## src/hw/rtl/affine_transform_composer_assert.svh

```systemverilog
// ----------------------------------------------------------------------------
// Affine transform composer assertion macros
// Concurrent assertion wrappers that fall away in synthesis builds.
// ----------------------------------------------------------------------------
`ifndef AFFINE_TRANSFORM_COMPOSER_ASSERT_SVH
`define AFFINE_TRANSFORM_COMPOSER_ASSERT_SVH
`ifndef SYNTHESIS
`define ATC_ASSERT_SAME(label, clk, rst_n, pre, post) \
    label: assert property (@(posedge clk) disable iff (!rst_n) (pre) |-> (post)) \
        else $error("affine_transform_composer assertion failed");
`define ATC_ASSERT_NEXT(label, clk, rst_n, pre, post) \
    label: assert property (@(posedge clk) disable iff (!rst_n) (pre) |=> (post)) \
        else $error("affine_transform_composer assertion failed");
`else
`define ATC_ASSERT_SAME(label, clk, rst_n, pre, post)
`define ATC_ASSERT_NEXT(label, clk, rst_n, pre, post)
`endif
`endif

```

## src/hw/rtl/atc_pkg.sv

```systemverilog
// ----------------------------------------------------------------------------
// Affine transform composer package
// Widths, codes, control structs, the arctangent table and the step program.
// ----------------------------------------------------------------------------
package atc_pkg;

    localparam int FRAC_BITS_DEF    = 16;
    localparam int CORDIC_STEPS_DEF = 16;

    localparam int WORD_W   = 32;
    localparam int ANGLE_W  = 16;
    localparam int FUNC_W   = 2;
    localparam int ACC_W    = 64;
    localparam int CORD_W   = 36;
    localparam int ATAN_IW  = 5;
    localparam int STEP_W   = 4;
    localparam int IN_W     = 144;
    localparam int OUT_W    = 192;
    localparam int NUM_ENT  = 6;

    localparam logic [STEP_W-1:0] LAST_STEP = 4'd15;

    localparam logic signed [CORD_W-1:0] CORDIC_GAIN = 36'sd652032875;
    localparam logic signed [CORD_W-1:0] PI_Q30      = 36'sd3373259426;
    localparam logic signed [CORD_W-1:0] HALF_PI_Q30 = 36'sd1686629713;

    localparam logic signed [ACC_W-1:0] SAT_MAX = 64'sh0000_0000_7FFF_FFFF;
    localparam logic signed [ACC_W-1:0] SAT_MIN = -64'sh0000_0000_8000_0000;

    typedef enum logic [1:0] {
        FUNC_TRANSLATE,
        FUNC_ROTATE,
        FUNC_SCALE,
        FUNC_IDENTITY
    } func_t;

    typedef enum logic [2:0] {
        ST_IDLE,
        ST_CORDIC,
        ST_MUL,
        ST_ACC,
        ST_DONE
    } state_t;

    typedef enum logic [2:0] {
        A_TX,
        A_TY,
        A_G00,
        A_G01,
        A_G10,
        A_G11
    } asel_t;

    typedef enum logic [3:0] {
        B_K0,
        B_K1,
        B_K2,
        B_M0,
        B_M1,
        B_M2,
        B_M3,
        B_M4,
        B_M5
    } bsel_t;

    typedef enum logic [2:0] {
        I_ZERO,
        I_TX,
        I_TY,
        I_G2,
        I_G5
    } init_t;

    typedef enum logic [2:0] {
        D_G2,
        D_G5,
        D_N0,
        D_N1,
        D_N2,
        D_N3,
        D_N4,
        D_N5
    } dst_t;

    typedef struct packed {
        asel_t a;
        bsel_t b;
        logic  neg;
        logic  first;
        logic  last;
        init_t init;
        dst_t  dst;
    } mac_op_t;

    typedef struct packed {
        logic mul_en;
        logic acc_en;
        logic first;
        logic neg;
    } mac_ctrl_t;

    typedef struct packed {
        logic                      start;
        logic signed [ANGLE_W-1:0] angle;
    } cordic_req_t;

    typedef struct packed {
        logic                     done;
        logic signed [WORD_W-1:0] cos_val;
        logic signed [WORD_W-1:0] sin_val;
    } cordic_rsp_t;

    function automatic logic signed [CORD_W-1:0] atan_lookup(input logic [ATAN_IW-1:0] idx);
        logic signed [CORD_W-1:0] v;
        unique case (idx)
            5'd0:    v = 36'sd843314857;
            5'd1:    v = 36'sd497837830;
            5'd2:    v = 36'sd263043837;
            5'd3:    v = 36'sd133525159;
            5'd4:    v = 36'sd67021687;
            5'd5:    v = 36'sd33543516;
            5'd6:    v = 36'sd16775851;
            5'd7:    v = 36'sd8388437;
            5'd8:    v = 36'sd4194283;
            5'd9:    v = 36'sd2097149;
            5'd10:   v = 36'sd1048576;
            5'd11:   v = 36'sd524288;
            5'd12:   v = 36'sd262144;
            5'd13:   v = 36'sd131072;
            5'd14:   v = 36'sd65536;
            5'd15:   v = 36'sd32768;
            5'd16:   v = 36'sd16384;
            5'd17:   v = 36'sd8192;
            5'd18:   v = 36'sd4096;
            5'd19:   v = 36'sd2048;
            5'd20:   v = 36'sd1024;
            5'd21:   v = 36'sd512;
            5'd22:   v = 36'sd256;
            5'd23:   v = 36'sd128;
            default: v = '0;
        endcase
        return v;
    endfunction

    function automatic mac_op_t mk_op(input asel_t a, input bsel_t b, input logic neg,
                                      input logic first, input logic last,
                                      input init_t init, input dst_t dst);
        mac_op_t op;
        op.a     = a;
        op.b     = b;
        op.neg   = neg;
        op.first = first;
        op.last  = last;
        op.init  = init;
        op.dst   = dst;
        return op;
    endfunction

    // The first four steps form the pivot terms, the other twelve the product.
    function automatic mac_op_t op_rom(input logic [STEP_W-1:0] step);
        mac_op_t op;
        unique case (step)
            4'd0:  op = mk_op(A_TX,  B_K0, 1'b1, 1'b1, 1'b0, I_TX,   D_G2);
            4'd1:  op = mk_op(A_TY,  B_K1, 1'b0, 1'b0, 1'b1, I_TX,   D_G2);
            4'd2:  op = mk_op(A_TY,  B_K2, 1'b1, 1'b1, 1'b0, I_TY,   D_G5);
            4'd3:  op = mk_op(A_TX,  B_K1, 1'b1, 1'b0, 1'b1, I_TY,   D_G5);
            4'd4:  op = mk_op(A_G00, B_M0, 1'b0, 1'b1, 1'b0, I_ZERO, D_N0);
            4'd5:  op = mk_op(A_G01, B_M3, 1'b0, 1'b0, 1'b1, I_ZERO, D_N0);
            4'd6:  op = mk_op(A_G00, B_M1, 1'b0, 1'b1, 1'b0, I_ZERO, D_N1);
            4'd7:  op = mk_op(A_G01, B_M4, 1'b0, 1'b0, 1'b1, I_ZERO, D_N1);
            4'd8:  op = mk_op(A_G00, B_M2, 1'b0, 1'b1, 1'b0, I_G2,   D_N2);
            4'd9:  op = mk_op(A_G01, B_M5, 1'b0, 1'b0, 1'b1, I_G2,   D_N2);
            4'd10: op = mk_op(A_G10, B_M0, 1'b0, 1'b1, 1'b0, I_ZERO, D_N3);
            4'd11: op = mk_op(A_G11, B_M3, 1'b0, 1'b0, 1'b1, I_ZERO, D_N3);
            4'd12: op = mk_op(A_G10, B_M1, 1'b0, 1'b1, 1'b0, I_ZERO, D_N4);
            4'd13: op = mk_op(A_G11, B_M4, 1'b0, 1'b0, 1'b1, I_ZERO, D_N4);
            4'd14: op = mk_op(A_G10, B_M2, 1'b0, 1'b1, 1'b0, I_G5,   D_N5);
            4'd15: op = mk_op(A_G11, B_M5, 1'b0, 1'b0, 1'b1, I_G5,   D_N5);
        endcase
        return op;
    endfunction

endpackage

```

## src/hw/rtl/atc_mac.sv

```systemverilog
// ----------------------------------------------------------------------------
// Affine transform composer multiply-accumulate unit
// Shared signed multiplier with a registered product, rounding and accumulator.
// ----------------------------------------------------------------------------
module atc_mac #(
    parameter int FRAC_BITS = atc_pkg::FRAC_BITS_DEF
) (
    input  logic                                   clk,
    input  logic                                   rst_n,
    input  atc_pkg::mac_ctrl_t                     ctrl,
    input  logic signed [atc_pkg::WORD_W-1:0]      op_a,
    input  logic signed [atc_pkg::WORD_W-1:0]      op_b,
    input  logic signed [atc_pkg::ACC_W-1:0]       init,
    output logic signed [atc_pkg::ACC_W-1:0]       sum
);

    localparam logic signed [atc_pkg::ACC_W-1:0] HALF =
        atc_pkg::ACC_W'(1) <<< (FRAC_BITS - 1);

    logic signed [atc_pkg::ACC_W-1:0] prod;
    logic signed [atc_pkg::ACC_W-1:0] prod_reg;
    logic signed [atc_pkg::ACC_W-1:0] acc_reg;
    logic signed [atc_pkg::ACC_W-1:0] rounded;
    logic signed [atc_pkg::ACC_W-1:0] base;

    assign prod = atc_pkg::ACC_W'(op_a) * atc_pkg::ACC_W'(op_b);

    always_comb
    begin
        rounded = (prod_reg + HALF) >>> FRAC_BITS;
        base    = ctrl.first ? init : acc_reg;
        sum     = ctrl.neg ? (base - rounded) : (base + rounded);
    end

    always_ff @(posedge clk or negedge rst_n)
    begin
        if (!rst_n)
        begin
            prod_reg <= '0;
            acc_reg  <= '0;
        end
        else
        begin
            if (ctrl.mul_en)
            begin
                prod_reg <= prod;
            end
            if (ctrl.acc_en)
            begin
                acc_reg <= sum;
            end
        end
    end

endmodule

```

## config.mk

```make
export PLATFORM = sky130hd
export DESIGN_NAME = atc_mac
export DESIGN_NICKNAME = d
export VERILOG_FILES = /design/src/hw/rtl/affine_transform_composer_assert.svh /design/src/hw/rtl/atc_pkg.sv /design/src/hw/rtl/atc_mac.sv
export SDC_FILE = /design/constraint.sdc
export NUM_CORES = 2
export LEC_CHECK = 0
export BUFFER_PORTS_ARGS = -buffer_cell sky130_fd_sc_hd__buf_2
export CORE_MARGIN = 8
export CORE_UTILIZATION = 35
export CTS_BUF_LIST = sky130_fd_sc_hd__clkbuf_16
export DETAILED_ROUTE_END_ITERATION = 16
export PLACE_DENSITY = 0.56
export SLEW_MARGIN = 20
export SYNTH_ARGS = -nofsm -noshare
export SYNTH_HDL_FRONTEND = slang
export SYNTH_SLANG_ARGS = --single-unit
```

## constraint.sdc

```tcl
create_clock -name clk -period 6.33 [get_ports clk]
set_input_delay 0.9495 -clock clk [delete_from_list [all_inputs] [get_ports clk]]
set_output_delay 0.9495 -clock clk [all_outputs]
set_load 0.02 [all_outputs]
```

**Word level (Yosys, flattened, before mapping)**

Index checks and enable logic that the tools add are counted.

- $add $sub $neg: 3
- Multiply operators: 1
- Muxes and demuxes: 2

Operator list:

| kind | number |
|---|---|
| $mux 64 | 2 |
| $add 64x17->64 const B | 1 |
| $add 64x48->64 | 1 |
| $mul 32x32->64 | 1 |
| $sub 64x48->64 | 1 |

- Register bits: 128
- Input port bits: 134
- Output and inout port bits: 64
- Word-level logic and storage cells: 8

**Depth between registers and ports, before layout**

- Depth after elaboration: 3
- Mapped depth: 29

**Worst setup path before layout**

OpenSTA, ideal clock, no wires.

- Kind: input-to-reg
- Start: input port op_a[31] (netlist bit)
- End: register prod_reg[63] (netlist bit)
- Setup time: 0.082 ns
- Data arrival time: 8.500 ns
- Required time: 6.248 ns
- Path slack: -2.252 ns
- Cell stages on the path: 27
- Path buffers: 1
- Path through: clkbuf_1 -> nand2_1 -> inv_1 -> fa_1 -> inv_1 -> fa_1 -> inv_1 -> fa_1 -> fa_1 -> inv_1 -> fa_1 -> inv_1 -> fa_1 -> fa_1 -> fa_1 -> ha_1 -> and3_1 -> o31ai_1 -> a21oi_1 -> o21bai_1 -> a21oi_1 -> o211ai_1 -> a31oi_1 -> a221oi_1 -> nor2b_1 -> or3_1 -> a31oi_1

- Word-level cells in the longest chain between the ends: 1

RTL lines:

| element | RTL line | text |
|---|---|---|
| from (decl) | atc_mac.sv:11 | `input logic signed [atc_pkg::WORD_W-1:0] op_a,` |
| $mul 32x32->64 | atc_mac.sv:26 | `assign prod = atc_pkg::ACC_W'(op_a) * atc_pkg::ACC_W'(op_b);` |
| to (signal assigned) | atc_mac.sv:46 | `prod_reg <= prod;` |
| to (decl) | atc_mac.sv:21 | `logic signed [atc_pkg::ACC_W-1:0] prod_reg;` |

No other way between the ends.
A chain may end at the register's enable or synchronous reset.

**Worst setup path in the final report**

- Start: input port op_b[10] (netlist bit)
- End: register prod_reg[61] (netlist bit)

- Word-level cells in the longest chain between the ends: 1

RTL lines:

| element | RTL line | text |
|---|---|---|
| from (decl) | atc_mac.sv:12 | `input logic signed [atc_pkg::WORD_W-1:0] op_b,` |
| $mul 32x32->64 | atc_mac.sv:26 |  |

No other way between the ends.

==> run_summary.xml <==
<?xml version="1.0" encoding="UTF-8"?>
<metrics>
  <group name="status">
    <metric name="status" unit="">finished with violations</metric>
    <metric name="violations" unit="">setup timing</metric>
  </group>
  <group name="floorplanning">
    <metric name="design.portCount" unit="">198</metric>
    <metric name="die-height" unit="um">383</metric>
    <metric name="core_region_area" unit="um^2">133000</metric>
    <metric name="std_cell_rows" unit="">134</metric>
    <metric name="die_span_in_x" unit="um">383</metric>
    <metric name="die_area" unit="um^2">146000</metric>
    <metric name="initial_utilization" unit="">0.353</metric>
  </group>
  <group name="placement">
    <metric name="detailedPlacementHpwl" unit="um">123000</metric>
    <metric name="io_buffer_count" unit="">197</metric>
    <metric name="dp.cells" unit="">7593</metric>
    <metric name="place.gp.congestion" unit="">0.895</metric>
  </group>
  <group name="detailed_routing">
    <metric name="wl" unit="um">144000</metric>
    <metric name="wl_per_cell" unit="um">18.6</metric>
    <metric name="ant_nets" unit="">0</metric>
    <metric name="num_vias" unit="">37500</metric>
    <metric name="detail_route.first_pass.iterations" unit="">5</metric>
    <metric name="initialDrtViolationCount" unit="">1761</metric>
    <metric name="vias_per_cell" unit="">4.83</metric>
    <metric name="drc" unit="">0</metric>
  </group>
  <group name="critical_path">
    <metric name="capture_point_of_the_worst_reg_to_reg_path" unit="">acc_reg[54]$_DFFE_PN0P_</metric>
    <metric name="timing.critical_path.mode_cell" unit="">fa_1</metric>
    <metric name="setup.reg_to_reg.worst_slack" unit="ns">0.34</metric>
    <metric name="worst_ep_required_time" unit="ns">6.68</metric>
    <metric name="worst_r2r_startpoint" unit="">prod_reg[22]$_DFFE_PN0P_</metric>
    <metric name="critical-path-slowest-cell" unit="">fa_1</metric>
    <metric name="max_stage_delay" unit="ns">0.62</metric>
    <metric name="worst-path-max-fanout" unit="">12</metric>
    <metric name="crit_type" unit="">in2reg</metric>
    <metric name="end_kind" unit="">flop</metric>
    <metric name="ff2ff_path_depth" unit="">27</metric>
    <metric name="startpoint_type" unit="">input port</metric>
    <metric name="worstPathArrival" unit="ns">8.00</metric>
  </group>
  <group name="global_route">
    <metric name="grt_first_pass_wirelength" unit="um">233000</metric>
    <metric name="track_usage" unit="">0.197</metric>
    <metric name="number_of_antenna_violations_at_the_first_check_in_global_routing" unit="">5</metric>
    <metric name="grt_remaining_overflow" unit="">0</metric>
    <metric name="largest_net_degree_at_the_start_of_global_routing" unit="">72</metric>
    <metric name="number_of_global_route_vias_before_repair" unit="">41600</metric>
  </group>
  <group name="timing">
    <metric name="worst_clock_skew" unit="ns">0.0117</metric>
    <metric name="slew_viol_final" unit="">0</metric>
    <metric name="grt_setup_unrepaired" unit="">true</metric>
    <metric name="max_slew_margin" unit="">0.523</metric>
    <metric name="worst-slew-pin-transition" unit="ns">0.715</metric>
    <metric name="final.period_utilization" unit="">1.21</metric>
    <metric name="layout_min_cycle_time" unit="ns">7.65</metric>
    <metric name="postLayoutSetupSlackWorst" unit="ns">-1.32</metric>
    <metric name="achievable-frequency" unit="GHz">0.131</metric>
    <metric name="setup_viol_count_final" unit="">72</metric>
    <metric name="hold_viol" unit="">0</metric>
  </group>
  <group name="min_path">
    <metric name="min_from" unit="">acc_reg[37]$_DFFE_PN0P_</metric>
    <metric name="worstHoldPathType" unit="">reg2reg</metric>
    <metric name="hold-path-cell-count" unit="">1</metric>
    <metric name="min_to" unit="">acc_reg[37]$_DFFE_PN0P_</metric>
  </group>
  <group name="cts">
    <metric name="worst_setup_hold_path_clk_slew" unit="ns">0.06</metric>
    <metric name="worstSkewPairLatency" unit="ns">0.44</metric>
    <metric name="cts_hold_buffers" unit="">0</metric>
    <metric name="cts_max_level" unit="">4</metric>
    <metric name="root_buffer" unit="">clkbuf_16</metric>
    <metric name="cts_max_path_buffers" unit="">2</metric>
    <metric name="tritoncts.num_buffers" unit="">17</metric>
    <metric name="cts_tree" unit="">built</metric>
    <metric name="clkSinkCount" unit="">113</metric>
  </group>
  <group name="final_layout">
    <metric name="fillerInstances" unit="">12700</metric>
    <metric name="instances_no_fill" unit="">7773</metric>
    <metric name="area.growth.synth_to_final" unit="%">30.6</metric>
    <metric name="layout-drive-gt1-share" unit="">0.307</metric>
    <metric name="max_reg_flops" unit="">64</metric>
    <metric name="layout.core_utilization" unit="">0.461</metric>
    <metric name="final_net_count" unit="">7448</metric>
  </group>
  <group name="synthesis">
    <metric name="yosys-top-cells-count" unit="">1082 x fa_1, 1013 x inv_1, 600 x nand2_1</metric>
    <metric name="synth_top_family_by_area" unit="">adder cells</metric>
    <metric name="yosys.area_share.simple" unit="">0.168</metric>
    <metric name="synth_warnings" unit="">0</metric>
    <metric name="synth_fa_ha_area_frac" unit="">0.525</metric>
    <metric name="synth.most_common_cell" unit="">fa_1</metric>
    <metric name="synth_top_flop_cell" unit="">dfrtp_1</metric>
    <metric name="synth_top_cell_area_share" unit="">0.460</metric>
    <metric name="synth_mux_area_frac" unit="">0.0390</metric>
    <metric name="synthDominantAreaCellType" unit="">fa_1</metric>
    <metric name="synthesis.instances" unit="">5125</metric>
    <metric name="ys_seq_elements" unit="">113</metric>
    <metric name="yosysSeqAreaShare" unit="">0.0601</metric>
    <metric name="synthesis.nets" unit="">6586</metric>
    <metric name="synth_cell_types" unit="">83</metric>
    <metric name="synth_area_in_compound_gates" unit="">0.0664</metric>
    <metric name="mappedNetlistArea" unit="um^2">47100</metric>
    <metric name="fraction_of_registers_with_async_set_reset" unit="">1.00</metric>
    <metric name="xor_xnor_share_of_the_synthesized_area" unit="">0.0389</metric>
    <metric name="post_synth_main_area_contributors" unit="">fa_1 46%, inv_1 8.1%, and2_1 6.9%, ha_1 6.5%, dfrtp_1 6.0%</metric>
    <metric name="synth-edff-count" unit="">0</metric>
    <metric name="syn_avg_cell_area" unit="um^2">9.19</metric>
  </group>
  <group name="flow_run">
    <metric name="max_cap_viol_count" unit="">0</metric>
  </group>
</metrics>
==> repair_timing <==
action | CTS | global route
setup buffers | 88 | 73
gates cloned | 3 | 2
pin swaps | 279 | 269
setup endpoints to repair | 85 | 86
resized for setup | 535 | 326
==> layer usage <==
| layer | vias up | wire [um] | global-route usage |
|---|---|---|---|
| li1 | 17300 | - | - |
| met1 | 19100 | 66000 | 0.276 |
| met2 | 938 | 67000 | 0.323 |
| met3 | 149 | 8220 | 0.0332 |
| met4 | 2 | 3000 | 0.0410 |
| met5 | - | 13 | 0 |
==> per-stage QoR <==
stage	worst slack (ns)	hold slack [ns]	setup TNS (ns)	area (um^2)
after detailed placement	-2.20	0.492	-86.51	56200
after floorplan	-1.63	0.476	-35.17	48300
final	-1.32	0.502	-51.34	61500
after global placement	-2.15	0.484	-84.41	56200
after global routing	-1.56	0.510	-66.86	61500
after CTS	-1.36	0.506	-52.46	59600
==> cells in the final DEF, fill, tap and decap left out, types with 19 or more instances in the layout <==
master,count
fa_1,1008
inv_1,967
buf_4,784
nand2_1,566
and2_1,480
ha_1,203
mux2_2,139
buf_6,134
dfrtp_1,113
nor2_1,106
buf_2,103
a21oi_1,94
xnor2_1,88
fa_2,74
xor2_1,66
a21o_1,64
buf_12,62
nand3_1,54
and2_4,42
o21ai_0,42
a21oi_2,42
inv_2,41
ha_4,40
xnor2_2,32
nand4_1,28
nor3_1,28
o21ai_1,26
nand2b_1,25
o21ai_2,22
a21oi_4,21
nor2b_1,20
nand2_4,19
and3_1,19
o21bai_1,19
clkbuf_16,19
==> cells by family after synthesis <==
logic type               after synthesis
AND/OR/NAND/NOR                     1544
adder cells (fa/ha/maj)             1327
buffers and inverters               1278
AO/OA/AOI/OAI                        490
XOR/XNOR                             209
multiplexers                         164
flip-flops                           113
==> worst max-delay path: cells and delay by family <==
family / cells / cell delay, ns
AND/OR/NAND/NOR: 2 / 0.27
AO/OA/AOI/OAI: 9 / 1.57
adder cells (fa/ha/maj): 9 / 4.36
buffers and inverters: 7 / 0.85
==> cell type report <==
cell class,instances,area [um^2],area share
well taps,1768,2210,0.0360
repair buffers,1107,9610,0.156
multi-input cells,3734,42400,0.690
flip-flops and latches,113,2830,0.0460
diodes,5,12.5,0.000203
clock inverters,15,136,0.00222
inverters,1014,3820,0.0621
clock buffers,17,425,0.00692
==> how the worst max path moves through the flow <==
stage / from / cells past startpoint / to / slack [ns]
after floorplan: op_a[31] / 25 / prod_reg[63]$_DFFE_PN0P_ / -1.63
after global placement: op_a[26] / 24 / prod_reg[63]$_DFFE_PN0P_ / -2.15
after detailed placement: op_a[30] / 24 / prod_reg[63]$_DFFE_PN0P_ / -2.20
after CTS: op_b[6] / 30 / prod_reg[63]$_DFFE_PN0P_ / -1.36
after global routing: op_a[31] / 30 / prod_reg[63]$_DFFE_PN0P_ / -1.56
final: op_b[10] / 27 / prod_reg[61]$_DFFE_PN0P_ / -1.32
Power is not shown: default switching activity piles up to over one toggle a cycle in this logic, so the estimate is an artifact.
