[config.mk]
export PLATFORM = sky130hd
export DESIGN_NAME = atc_cordic
export DESIGN_NICKNAME = d
export VERILOG_FILES = /design/src/hw/rtl/affine_transform_composer_assert.svh /design/src/hw/rtl/atc_pkg.sv /design/src/hw/rtl/atc_cordic.sv
export SDC_FILE = /design/constraint.sdc
export NUM_CORES = 1
export LEC_CHECK = 0
export BUFFER_PORTS_ARGS = -buffer_cell sky130_fd_sc_hd__buf_4
export CORE_ASPECT_RATIO = 1.25
export CORE_MARGIN = 5
export CORE_UTILIZATION = 30
export DETAILED_ROUTE_END_ITERATION = 16
export SLEW_MARGIN = 20
export SYNTH_ARGS = -nofsm -noshare
export SYNTH_HDL_FRONTEND = slang
export SYNTH_SLANG_ARGS = --single-unit
[constraint.sdc]
create_clock -name clk -period 7.08 [get_ports clk]
set_input_delay 0 -clock clk [delete_from_list [all_inputs] [get_ports clk]]
set_output_delay 0 -clock clk [all_outputs]
set_load 0.1 [all_outputs]
[src/hw/rtl/affine_transform_composer_assert.svh]
// ----------------------------------------------------------------------------
// Affine transform composer assertion macros
// Concurrent assertion wrappers that fall away in synthesis builds.
// ----------------------------------------------------------------------------
`ifndef AFFINE_TRANSFORM_COMPOSER_ASSERT_SVH
`define AFFINE_TRANSFORM_COMPOSER_ASSERT_SVH
`ifndef SYNTHESIS
`define ATC_ASSERT_SAME(label, clk, rst_n, pre, post) \
    label: assert property (@(posedge clk) disable iff (!rst_n) (pre) |-> (post)) \
        else $error("affine_transform_composer assertion failed");
`define ATC_ASSERT_NEXT(label, clk, rst_n, pre, post) \
    label: assert property (@(posedge clk) disable iff (!rst_n) (pre) |=> (post)) \
        else $error("affine_transform_composer assertion failed");
`else
`define ATC_ASSERT_SAME(label, clk, rst_n, pre, post)
`define ATC_ASSERT_NEXT(label, clk, rst_n, pre, post)
`endif
`endif

[src/hw/rtl/atc_pkg.sv]
// ----------------------------------------------------------------------------
// Affine transform composer package
// Widths, codes, control structs, the arctangent table and the step program.
// ----------------------------------------------------------------------------
package atc_pkg;

    localparam int FRAC_BITS_DEF    = 16;
    localparam int CORDIC_STEPS_DEF = 16;

    localparam int WORD_W   = 32;
    localparam int ANGLE_W  = 16;
    localparam int FUNC_W   = 2;
    localparam int ACC_W    = 64;
    localparam int CORD_W   = 36;
    localparam int ATAN_IW  = 5;
    localparam int STEP_W   = 4;
    localparam int IN_W     = 144;
    localparam int OUT_W    = 192;
    localparam int NUM_ENT  = 6;

    localparam logic [STEP_W-1:0] LAST_STEP = 4'd15;

    localparam logic signed [CORD_W-1:0] CORDIC_GAIN = 36'sd652032875;
    localparam logic signed [CORD_W-1:0] PI_Q30      = 36'sd3373259426;
    localparam logic signed [CORD_W-1:0] HALF_PI_Q30 = 36'sd1686629713;

    localparam logic signed [ACC_W-1:0] SAT_MAX = 64'sh0000_0000_7FFF_FFFF;
    localparam logic signed [ACC_W-1:0] SAT_MIN = -64'sh0000_0000_8000_0000;

    typedef enum logic [1:0] {
        FUNC_TRANSLATE,
        FUNC_ROTATE,
        FUNC_SCALE,
        FUNC_IDENTITY
    } func_t;

    typedef enum logic [2:0] {
        ST_IDLE,
        ST_CORDIC,
        ST_MUL,
        ST_ACC,
        ST_DONE
    } state_t;

    typedef enum logic [2:0] {
        A_TX,
        A_TY,
        A_G00,
        A_G01,
        A_G10,
        A_G11
    } asel_t;

    typedef enum logic [3:0] {
        B_K0,
        B_K1,
        B_K2,
        B_M0,
        B_M1,
        B_M2,
        B_M3,
        B_M4,
        B_M5
    } bsel_t;

    typedef enum logic [2:0] {
        I_ZERO,
        I_TX,
        I_TY,
        I_G2,
        I_G5
    } init_t;

    typedef enum logic [2:0] {
        D_G2,
        D_G5,
        D_N0,
        D_N1,
        D_N2,
        D_N3,
        D_N4,
        D_N5
    } dst_t;

    typedef struct packed {
        asel_t a;
        bsel_t b;
        logic  neg;
        logic  first;
        logic  last;
        init_t init;
        dst_t  dst;
    } mac_op_t;

    typedef struct packed {
        logic mul_en;
        logic acc_en;
        logic first;
        logic neg;
    } mac_ctrl_t;

    typedef struct packed {
        logic                      start;
        logic signed [ANGLE_W-1:0] angle;
    } cordic_req_t;

    typedef struct packed {
        logic                     done;
        logic signed [WORD_W-1:0] cos_val;
        logic signed [WORD_W-1:0] sin_val;
    } cordic_rsp_t;

    function automatic logic signed [CORD_W-1:0] atan_lookup(input logic [ATAN_IW-1:0] idx);
        logic signed [CORD_W-1:0] v;
        unique case (idx)
            5'd0:    v = 36'sd843314857;
            5'd1:    v = 36'sd497837830;
            5'd2:    v = 36'sd263043837;
            5'd3:    v = 36'sd133525159;
            5'd4:    v = 36'sd67021687;
            5'd5:    v = 36'sd33543516;
            5'd6:    v = 36'sd16775851;
            5'd7:    v = 36'sd8388437;
            5'd8:    v = 36'sd4194283;
            5'd9:    v = 36'sd2097149;
            5'd10:   v = 36'sd1048576;
            5'd11:   v = 36'sd524288;
            5'd12:   v = 36'sd262144;
            5'd13:   v = 36'sd131072;
            5'd14:   v = 36'sd65536;
            5'd15:   v = 36'sd32768;
            5'd16:   v = 36'sd16384;
            5'd17:   v = 36'sd8192;
            5'd18:   v = 36'sd4096;
            5'd19:   v = 36'sd2048;
            5'd20:   v = 36'sd1024;
            5'd21:   v = 36'sd512;
            5'd22:   v = 36'sd256;
            5'd23:   v = 36'sd128;
            default: v = '0;
        endcase
        return v;
    endfunction

    function automatic mac_op_t mk_op(input asel_t a, input bsel_t b, input logic neg,
                                      input logic first, input logic last,
                                      input init_t init, input dst_t dst);
        mac_op_t op;
        op.a     = a;
        op.b     = b;
        op.neg   = neg;
        op.first = first;
        op.last  = last;
        op.init  = init;
        op.dst   = dst;
        return op;
    endfunction

    // The first four steps form the pivot terms, the other twelve the product.
    function automatic mac_op_t op_rom(input logic [STEP_W-1:0] step);
        mac_op_t op;
        unique case (step)
            4'd0:  op = mk_op(A_TX,  B_K0, 1'b1, 1'b1, 1'b0, I_TX,   D_G2);
            4'd1:  op = mk_op(A_TY,  B_K1, 1'b0, 1'b0, 1'b1, I_TX,   D_G2);
            4'd2:  op = mk_op(A_TY,  B_K2, 1'b1, 1'b1, 1'b0, I_TY,   D_G5);
            4'd3:  op = mk_op(A_TX,  B_K1, 1'b1, 1'b0, 1'b1, I_TY,   D_G5);
            4'd4:  op = mk_op(A_G00, B_M0, 1'b0, 1'b1, 1'b0, I_ZERO, D_N0);
            4'd5:  op = mk_op(A_G01, B_M3, 1'b0, 1'b0, 1'b1, I_ZERO, D_N0);
            4'd6:  op = mk_op(A_G00, B_M1, 1'b0, 1'b1, 1'b0, I_ZERO, D_N1);
            4'd7:  op = mk_op(A_G01, B_M4, 1'b0, 1'b0, 1'b1, I_ZERO, D_N1);
            4'd8:  op = mk_op(A_G00, B_M2, 1'b0, 1'b1, 1'b0, I_G2,   D_N2);
            4'd9:  op = mk_op(A_G01, B_M5, 1'b0, 1'b0, 1'b1, I_G2,   D_N2);
            4'd10: op = mk_op(A_G10, B_M0, 1'b0, 1'b1, 1'b0, I_ZERO, D_N3);
            4'd11: op = mk_op(A_G11, B_M3, 1'b0, 1'b0, 1'b1, I_ZERO, D_N3);
            4'd12: op = mk_op(A_G10, B_M1, 1'b0, 1'b1, 1'b0, I_ZERO, D_N4);
            4'd13: op = mk_op(A_G11, B_M4, 1'b0, 1'b0, 1'b1, I_ZERO, D_N4);
            4'd14: op = mk_op(A_G10, B_M2, 1'b0, 1'b1, 1'b0, I_G5,   D_N5);
            4'd15: op = mk_op(A_G11, B_M5, 1'b0, 1'b0, 1'b1, I_G5,   D_N5);
        endcase
        return op;
    endfunction

endpackage

[src/hw/rtl/atc_cordic.sv]
// ----------------------------------------------------------------------------
// Affine transform composer CORDIC unit
// Iterative rotation-mode CORDIC giving cosine and sine of a Q3.13 angle.
// ----------------------------------------------------------------------------
module atc_cordic #(
    parameter int FRAC_BITS    = atc_pkg::FRAC_BITS_DEF,
    parameter int CORDIC_STEPS = atc_pkg::CORDIC_STEPS_DEF
) (
    input  logic                  clk,
    input  logic                  rst_n,
    input  atc_pkg::cordic_req_t  req,
    output atc_pkg::cordic_rsp_t  rsp
);

    localparam int CW = atc_pkg::CORD_W;
    localparam logic [atc_pkg::ATAN_IW-1:0] LAST_ITER =
        atc_pkg::ATAN_IW'(CORDIC_STEPS - 1);
    localparam logic signed [CW-1:0] HALF_OUT = CW'(1) <<< (29 - FRAC_BITS);

    logic signed [CW-1:0]            x_reg;
    logic signed [CW-1:0]            y_reg;
    logic signed [CW-1:0]            z_reg;
    logic                            neg_reg;
    logic                            busy_reg;
    logic                            busy_next;
    logic                            done_reg;
    logic                            done_next;
    logic [atc_pkg::ATAN_IW-1:0]     iter_reg;
    logic [atc_pkg::ATAN_IW-1:0]     iter_next;

    logic signed [CW-1:0] z_start;
    logic signed [CW-1:0] z_fold;
    logic                 neg_fold;
    logic signed [CW-1:0] x_shift;
    logic signed [CW-1:0] y_shift;
    logic signed [CW-1:0] atan_val;
    logic signed [CW-1:0] x_step;
    logic signed [CW-1:0] y_step;
    logic signed [CW-1:0] z_step;
    logic signed [CW-1:0] x_round;
    logic signed [CW-1:0] y_round;
    logic                 last_iter;

    always_comb
    begin
        z_start = CW'(req.angle) <<< 17;
        if (z_start > atc_pkg::HALF_PI_Q30)
        begin
            z_fold   = z_start - atc_pkg::PI_Q30;
            neg_fold = 1'b1;
        end
        else if (z_start < -atc_pkg::HALF_PI_Q30)
        begin
            z_fold   = z_start + atc_pkg::PI_Q30;
            neg_fold = 1'b1;
        end
        else
        begin
            z_fold   = z_start;
            neg_fold = 1'b0;
        end
    end

    always_comb
    begin
        x_shift  = x_reg >>> iter_reg;
        y_shift  = y_reg >>> iter_reg;
        atan_val = atc_pkg::atan_lookup(iter_reg);
        if (!z_reg[CW-1])
        begin
            x_step = x_reg - y_shift;
            y_step = y_reg + x_shift;
            z_step = z_reg - atan_val;
        end
        else
        begin
            x_step = x_reg + y_shift;
            y_step = y_reg - x_shift;
            z_step = z_reg + atan_val;
        end
    end

    assign last_iter = (iter_reg == LAST_ITER);

    always_comb
    begin
        busy_next = busy_reg;
        iter_next = iter_reg;
        done_next = 1'b0;
        if (req.start)
        begin
            busy_next = 1'b1;
            iter_next = '0;
        end
        else if (busy_reg)
        begin
            iter_next = iter_reg + 1'b1;
            if (last_iter)
            begin
                busy_next = 1'b0;
                done_next = 1'b1;
            end
        end
    end

    always_ff @(posedge clk or negedge rst_n)
    begin
        if (!rst_n)
        begin
            busy_reg <= 1'b0;
            done_reg <= 1'b0;
            iter_reg <= '0;
        end
        else
        begin
            busy_reg <= busy_next;
            done_reg <= done_next;
            iter_reg <= iter_next;
        end
    end

    always_ff @(posedge clk)
    begin
        if (req.start)
        begin
            x_reg   <= atc_pkg::CORDIC_GAIN;
            y_reg   <= '0;
            z_reg   <= z_fold;
            neg_reg <= neg_fold;
        end
        else if (busy_reg)
        begin
            x_reg <= x_step;
            y_reg <= y_step;
            z_reg <= z_step;
        end
    end

    always_comb
    begin
        x_round     = (x_reg + HALF_OUT) >>> (30 - FRAC_BITS);
        y_round     = (y_reg + HALF_OUT) >>> (30 - FRAC_BITS);
        rsp.done    = done_reg;
        rsp.cos_val = atc_pkg::WORD_W'(neg_reg ? -x_round : x_round);
        rsp.sin_val = atc_pkg::WORD_W'(neg_reg ? -y_round : y_round);
    end

endmodule

# Yosys cells after proc, flatten, opt, wreduce, memory -nomap -nowiden
# Memories as Yosys holds them, arrays and structs flattened.
# Cells that the tools add are included.
[totals]
ff_bits = 116
mem_count = 1
romBits = 960
[mem_list]
columns = ["name", "depth", "width", "rd", "rd_ports_with_merged_regs", "wr", "line", "text"]
rows = [
  ["(no name shown)", 32, 30, 1, 0, 0, "atc_pkg.sv:115", "unique case (idx)"],
]
[classes]
n_eq_ne = 1
n_lt_le_gt_ge = 2
add_sub_neg = 13
shifts = 2
n_mux = 18
n_reduce_logical = 1
[op_table]
columns = ["cell", "count"]
rows = [
  ["36-bit 2-to-1 mux", 7],
  ["36-bit adder", 3],
  ["36-bit subtractor", 3],
  ["36-bit by 15-bit adder with 36-bit output (second input constant)", 2],
  ["36-bit by 5-bit >>> shifter with 36-bit output", 2],
  ["32-bit 2-to-1 mux", 2],
  ["22-bit negator with 32-bit output", 2],
  ["33-bit by 33-bit adder with 34-bit output (second input constant)", 1],
  ["33-bit by 33-bit subtractor with 34-bit output (second input constant)", 1],
  ["33-bit by 32-bit greater-than comparator with 1-bit output (second input constant)", 1],
  ["33-bit by 32-bit less-than comparator with 1-bit output (second input constant)", 1],
  ["5-bit 2-to-1 mux", 2],
  ["1-bit 2-to-1 mux", 7],
  ["5-bit by 1-bit adder with 5-bit output (second input constant)", 1],
  ["5-bit by 4-bit == test with 1-bit output (second input constant)", 1],
  ["2-bit nonzero test", 1],
]

# Depth between registers and ports, before layout
# An unclocked memory read counts as a cell.
[logic_depth]
word_depth = 5
ltp_mapped = 30
depth_no_buf = 24

# Least setup slack after synthesis
# OpenSTA, ideal clock, no wires.
[synth_path]
path_type = "reg-to-reg"
from = "register iter_reg[0] in the netlist's numbering"
to = "register z_reg[35], data pin"
path_stages_with_launch = 26
arrival_ns = 5.660
n_path_buf = 6
required_time_ns = 6.814
setup_slack_ns = 1.154
cell_sequence = "dfrtp_1 > buf_6 > clkinv_1 > buf_2 > clkbuf_1 > ha_1 > clkbuf_1 > o311ai_0 > a41oi_1 > or4b_1 > nor4_1 > and2_1 > clkbuf_1 > a21oi_1 > xnor2_1 > ha_1 > clkbuf_1 > nand3b_1 > a21oi_1 > a211oi_1 > o2111ai_1 > nand3_1 > a31oi_1 > o41ai_1 > mux2i_1 > nand4_1"
[synth_between]
elab_chain_len = 5
elab_cells_between_ends = 6
cone_classes = "2 x add/sub; 3 x mux; 1 x memory"
[synth_rtl]
columns = ["element", "line", "text"]
rows = [
  ["start, declared", "atc_cordic.sv:28", "logic [atc_pkg::ATAN_IW-1:0] iter_reg;"],
  ["start signal, assigned", "atc_cordic.sv:118", "iter_reg <= iter_next;"],
  ["memory read 32 x 30 bit (*)", "--", ""],
  ["36-bit subtractor or 36-bit adder (tied branches)", "atc_cordic.sv:73, atc_cordic.sv:79", ""],
  ["36-bit 2-to-1 mux (*)", "atc_cordic.sv:69", "if (!z_reg[CW-1])"],
  ["36-bit 2-to-1 mux (*)", "atc_cordic.sv:131", "else if (busy_reg)"],
  ["36-bit 2-to-1 mux (*)", "atc_cordic.sv:124", "if (req.start)"],
  ["end signal, assigned", "atc_cordic.sv:128", "z_reg <= z_fold;"],
  ["end signal, assigned", "atc_cordic.sv:135", "z_reg <= z_step;"],
  ["end, declared", "atc_cordic.sv:22", "logic signed [CW-1:0] z_reg;"],
]
# Every way passes the cells marked *; elsewhere a longest branch is shown, timed or not. The select of a mux whose other input is x is not followed.
# A chain may end at the register's enable or synchronous reset.

# Final worst setup path
[layout_path]
from = "register iter_reg[3] in the netlist's numbering"
to = "register y_reg[34]"
[layout_between]
elab_chain_len = 3
elab_cells_between_ends = 4
cone_classes = "2 x add/sub; 1 x shift; 1 x mux"
[layout_rtl]
columns = ["element", "line", "text"]
rows = [
  ["36-bit by 5-bit >>> shifter with 36-bit output (*)", "atc_cordic.sv:66", "x_shift = x_reg >>> iter_reg;"],
  ["36-bit adder or 36-bit subtractor (tied branches)", "atc_cordic.sv:72, atc_cordic.sv:78", ""],
  ["36-bit 2-to-1 mux (*)", "atc_cordic.sv:69", ""],
  ["end signal, assigned", "atc_cordic.sv:134", "y_reg <= y_step;"],
  ["end, declared", "atc_cordic.sv:21", "logic signed [CW-1:0] y_reg;"],
]
# Every way passes the cells marked *; elsewhere a longest branch is shown, timed or not.

==> impl_metrics.toml <==
[sta]
fin_skew_ns = 0.0162
fin_setup_tns_ns = 0
worst_slew_pin_slew_ns = 1.03
max_freq_mhz = 147
rsz0062_at_grt = "false"
relSlewSlack_pct = 31.4
hold_viol = 0
timing.final.crit_share_pct = 95.9
setup_viol = 0
layout_min_cycle_time_ns = 6.79
finalMaxSlewViolations = 0

[worst_setup_path]
reg2reg_slack_ns = 0.29
crit_required_ns = 7.43
cp-start-kind = "flop"
cp_slowest_cell = "dfrtp_4"
critPathMaxStageDelay_ns = 0.84
path_common_cell = "nor2_1"
crit_family = "compound AO/OA/AOI/OAI gates"
cp_max_fo = 51
path_buf_inv = 1
critPathKind = "flop to flop"
cp_data_arrival_time_ns = 7.14
end_kind = "flop"
crit_chain = "mux4_2 > mux2i_2 > o221ai_1 > nor2_1 > ha_1 > inv_1 > nor2_1 > nor4b_2 > and2_1 > nor2_1 > xor2_1 > ha_1 > and3_1 > a221o_1 > a2111oi_1 > o31ai_1 > o41ai_1 > o21ai_0 > a21oi_1 > xnor2_1 > a22o_1"

[placed_design]
place_congestion = 1.04
dp_hpwl_um = 55400
port_buffers = 83

[synthesis]
ys.flop_type = "dfxtp_1"
ys_warn_count = 0
ys_ff_latch = 116
synth_cells = 2610
synth.distinct_cells = 105
syn-num-nets = 2758
netlist_area_sq_um = 20700
avgSynthCellArea_sq_um = 7.92
ys_seq_area_share_pct = 13.2
async_flop_share_pct = 6.03
synth_edf_count = 37

[route]
postRouteWirelength_um = 72600
routed_via_density = 5.89
wl_per_cell_um = 20.8
drt_iter0_drc = 2103
ant_nets = 0
drtPass1Iterations = 7
vias = 20600
drc = 0

[global_route]
grt_use_total_pct = 18.7
grt_pass1_vias = 19100
antenna_found_initial = 0
grt_pass1_wl_um = 112000
grt_overflow = 0
grt_max_degree = 68

[die]
fp-row-count = 107
start_util_pct = 30.3
die-area_sq_um = 74300
ios = 84
core_area_sq_um = 68300
floorplan.die.height_um = 304
die_w_um = 245

[flow_run]
cap_violations = 0

[layout]
diodes = 0
drive_gt1_share_pct = 14.1
fillers = 7205
area_growth_syn_to_layout_pct = 10.6
fin_nets = 2756

[clock_network]
cts_tree = "done"
cts_max_path_buffers = 2
clock_latency_ns = 0.46
clkSinkCount = 116
clkTransAtPathRegs_ns = 0.05
htreeDepth = 4
cts_buffers = 17
root_buffer = "clkbuf_16"

[hold_path]
hp-class = "primary input to flop"

[outcome]
outcome = "complete, no violations"
==> worst min-delay path: stages <==
cell	delay (ns)
buf_4	0.12
xnor2_1	0.12
nand2_1	0.05
o21ai_0	0.07
==> cell type report <==
cell class,instances,area (sq um),area share (%)
multi-input cells,2219,16700,73.1
flip-flops and latches,116,2750,12.0
clock buffers,18,429,1.88
clock inverters,14,143,0.624
repair buffers,178,1450,6.32
well taps,872,1090,4.77
inverters,76,285,1.25
==> path summary, 6_finish.rpt <==
kind | to | from | depth (start not counted)
setup / recovery | y_reg[34] | iter_reg[3] | 21
hold / removal | z_reg[26] | req[9] | 4
setup reg to reg | y_reg[34] | iter_reg[3] | 21
hold reg to reg | y_reg[0] | y_reg[0] | 2
max in group asynchronous | iter_reg[0] | rst_n | 3
min in group asynchronous | done_reg | rst_n | 3
==> metrics by stage <==
| step | utilization, % | instance area [sq um] | setup WS, ns | hold slack, ns | instances |
|---|---|---|---|---|---|
| floorplan | - | 20700 | 1.15 | -0.296 | 2610 |
| global route | 33.5 | 22900 | 0.0297 | 0.0344 | 3493 |
| global placement | 32.4 | 22100 | 0.147 | -0.168 | 3448 |
| CTS | 33.4 | 22800 | 0.0684 | 0.00389 | 3491 |
| detailed placement | 32.4 | 22100 | 0.0961 | -0.168 | 3448 |
| finish | 33.5 | 22900 | 0.290 | 0.0200 | 3493 |
==> timing repair <==
| item | CTS | global route |
|---|---|---|
| hold endpoints to repair | 15 | 0 |
| hold buffers | 11 | 0 |
| setup buffers | 0 | 2 |
| resized for setup | 0 | 2 |
| endpoints found under the setup margin | 0 | 8 |
==> metal layers <==
| metal | GRT usage, % | up-vias | routed length, um | part of all wire (%) |
|---|---|---|---|---|
| li1 | - | 9716 | - | - |
| met1 | 23.2 | 9697 | 29400 | 40 |
| met2 | 31.7 | 939 | 34000 | 47 |
| met3 | 3.06 | 227 | 5470 | 7.5 |
| met4 | 9.05 | 0 | 3700 | 5.1 |
| met5 | 0 | - | 0 | 0 |
==> layout by cell type, fill, tap and decap left out, types with 28 or more instances in the layout <==
cell type  count
a211oi_1      32
ha_1         126
xor2_1       116
and2_1        28
a21o_1        53
o211ai_1      30
mux4_2        91
dfxtp_1       72
nor2_1       256
a31oi_1       47
nand3_1       64
o21ai_0      153
nand2_1      196
nor2b_1       41
inv_1         71
nand2b_1      31
buf_4        161
edfxtp_1      37
and3_1        30
a21oi_1      177
xnor2_1      166
mux2i_1      117
nor3_1        51
==> synthesized netlist by cell type (all sizes together), types with 13 or more instances <==
| library cell | number | area (sq um) |
|---|---|---|
| mux2i | 121 | 1240 |
| o21bai | 15 | 113 |
| mux2 | 32 | 368 |
| a21o | 53 | 398 |
| a22oi | 19 | 143 |
| o21a | 23 | 173 |
| o22ai | 24 | 150 |
| buf | 81 | 504 |
| a31oi | 47 | 294 |
| nand4 | 22 | 144 |
| nand2 | 196 | 736 |
| edfxtp | 37 | 1110 |
| dfxtp | 72 | 1440 |
| and2 | 28 | 175 |
| o211ai | 31 | 238 |
| a22o | 13 | 114 |
| clkbuf | 118 | 443 |
| inv | 72 | 270 |
| a21oi | 177 | 886 |
| nor2 | 256 | 961 |
| mux4 | 91 | 2050 |
| o31ai | 20 | 150 |
| nor2b | 41 | 257 |
| nor3 | 53 | 270 |
| xor2 | 116 | 1020 |
| or3 | 19 | 119 |
| xnor2 | 166 | 1450 |
| o21ai | 154 | 771 |
| a211oi | 34 | 265 |
| a32oi | 16 | 140 |
| nand3 | 65 | 330 |
| and3 | 30 | 188 |
| ha | 126 | 1580 |
| nand2b | 31 | 194 |
| or2 | 17 | 106 |
==> cell families after synthesis <==
family | synth area share [%]
AOI/OAI and AO/OA | 23.9
xor gates and xnor gates | 11.9
adders and majority gates | 7.91
buffers and inverters | 5.96
DFF | 13.2
muxes | 17.7
and+or+nand+nor | 19.4
Power is left out: the tool's default activity adds up to more than one toggle a clock period on the data nets, which glitch-free logic cannot reach.
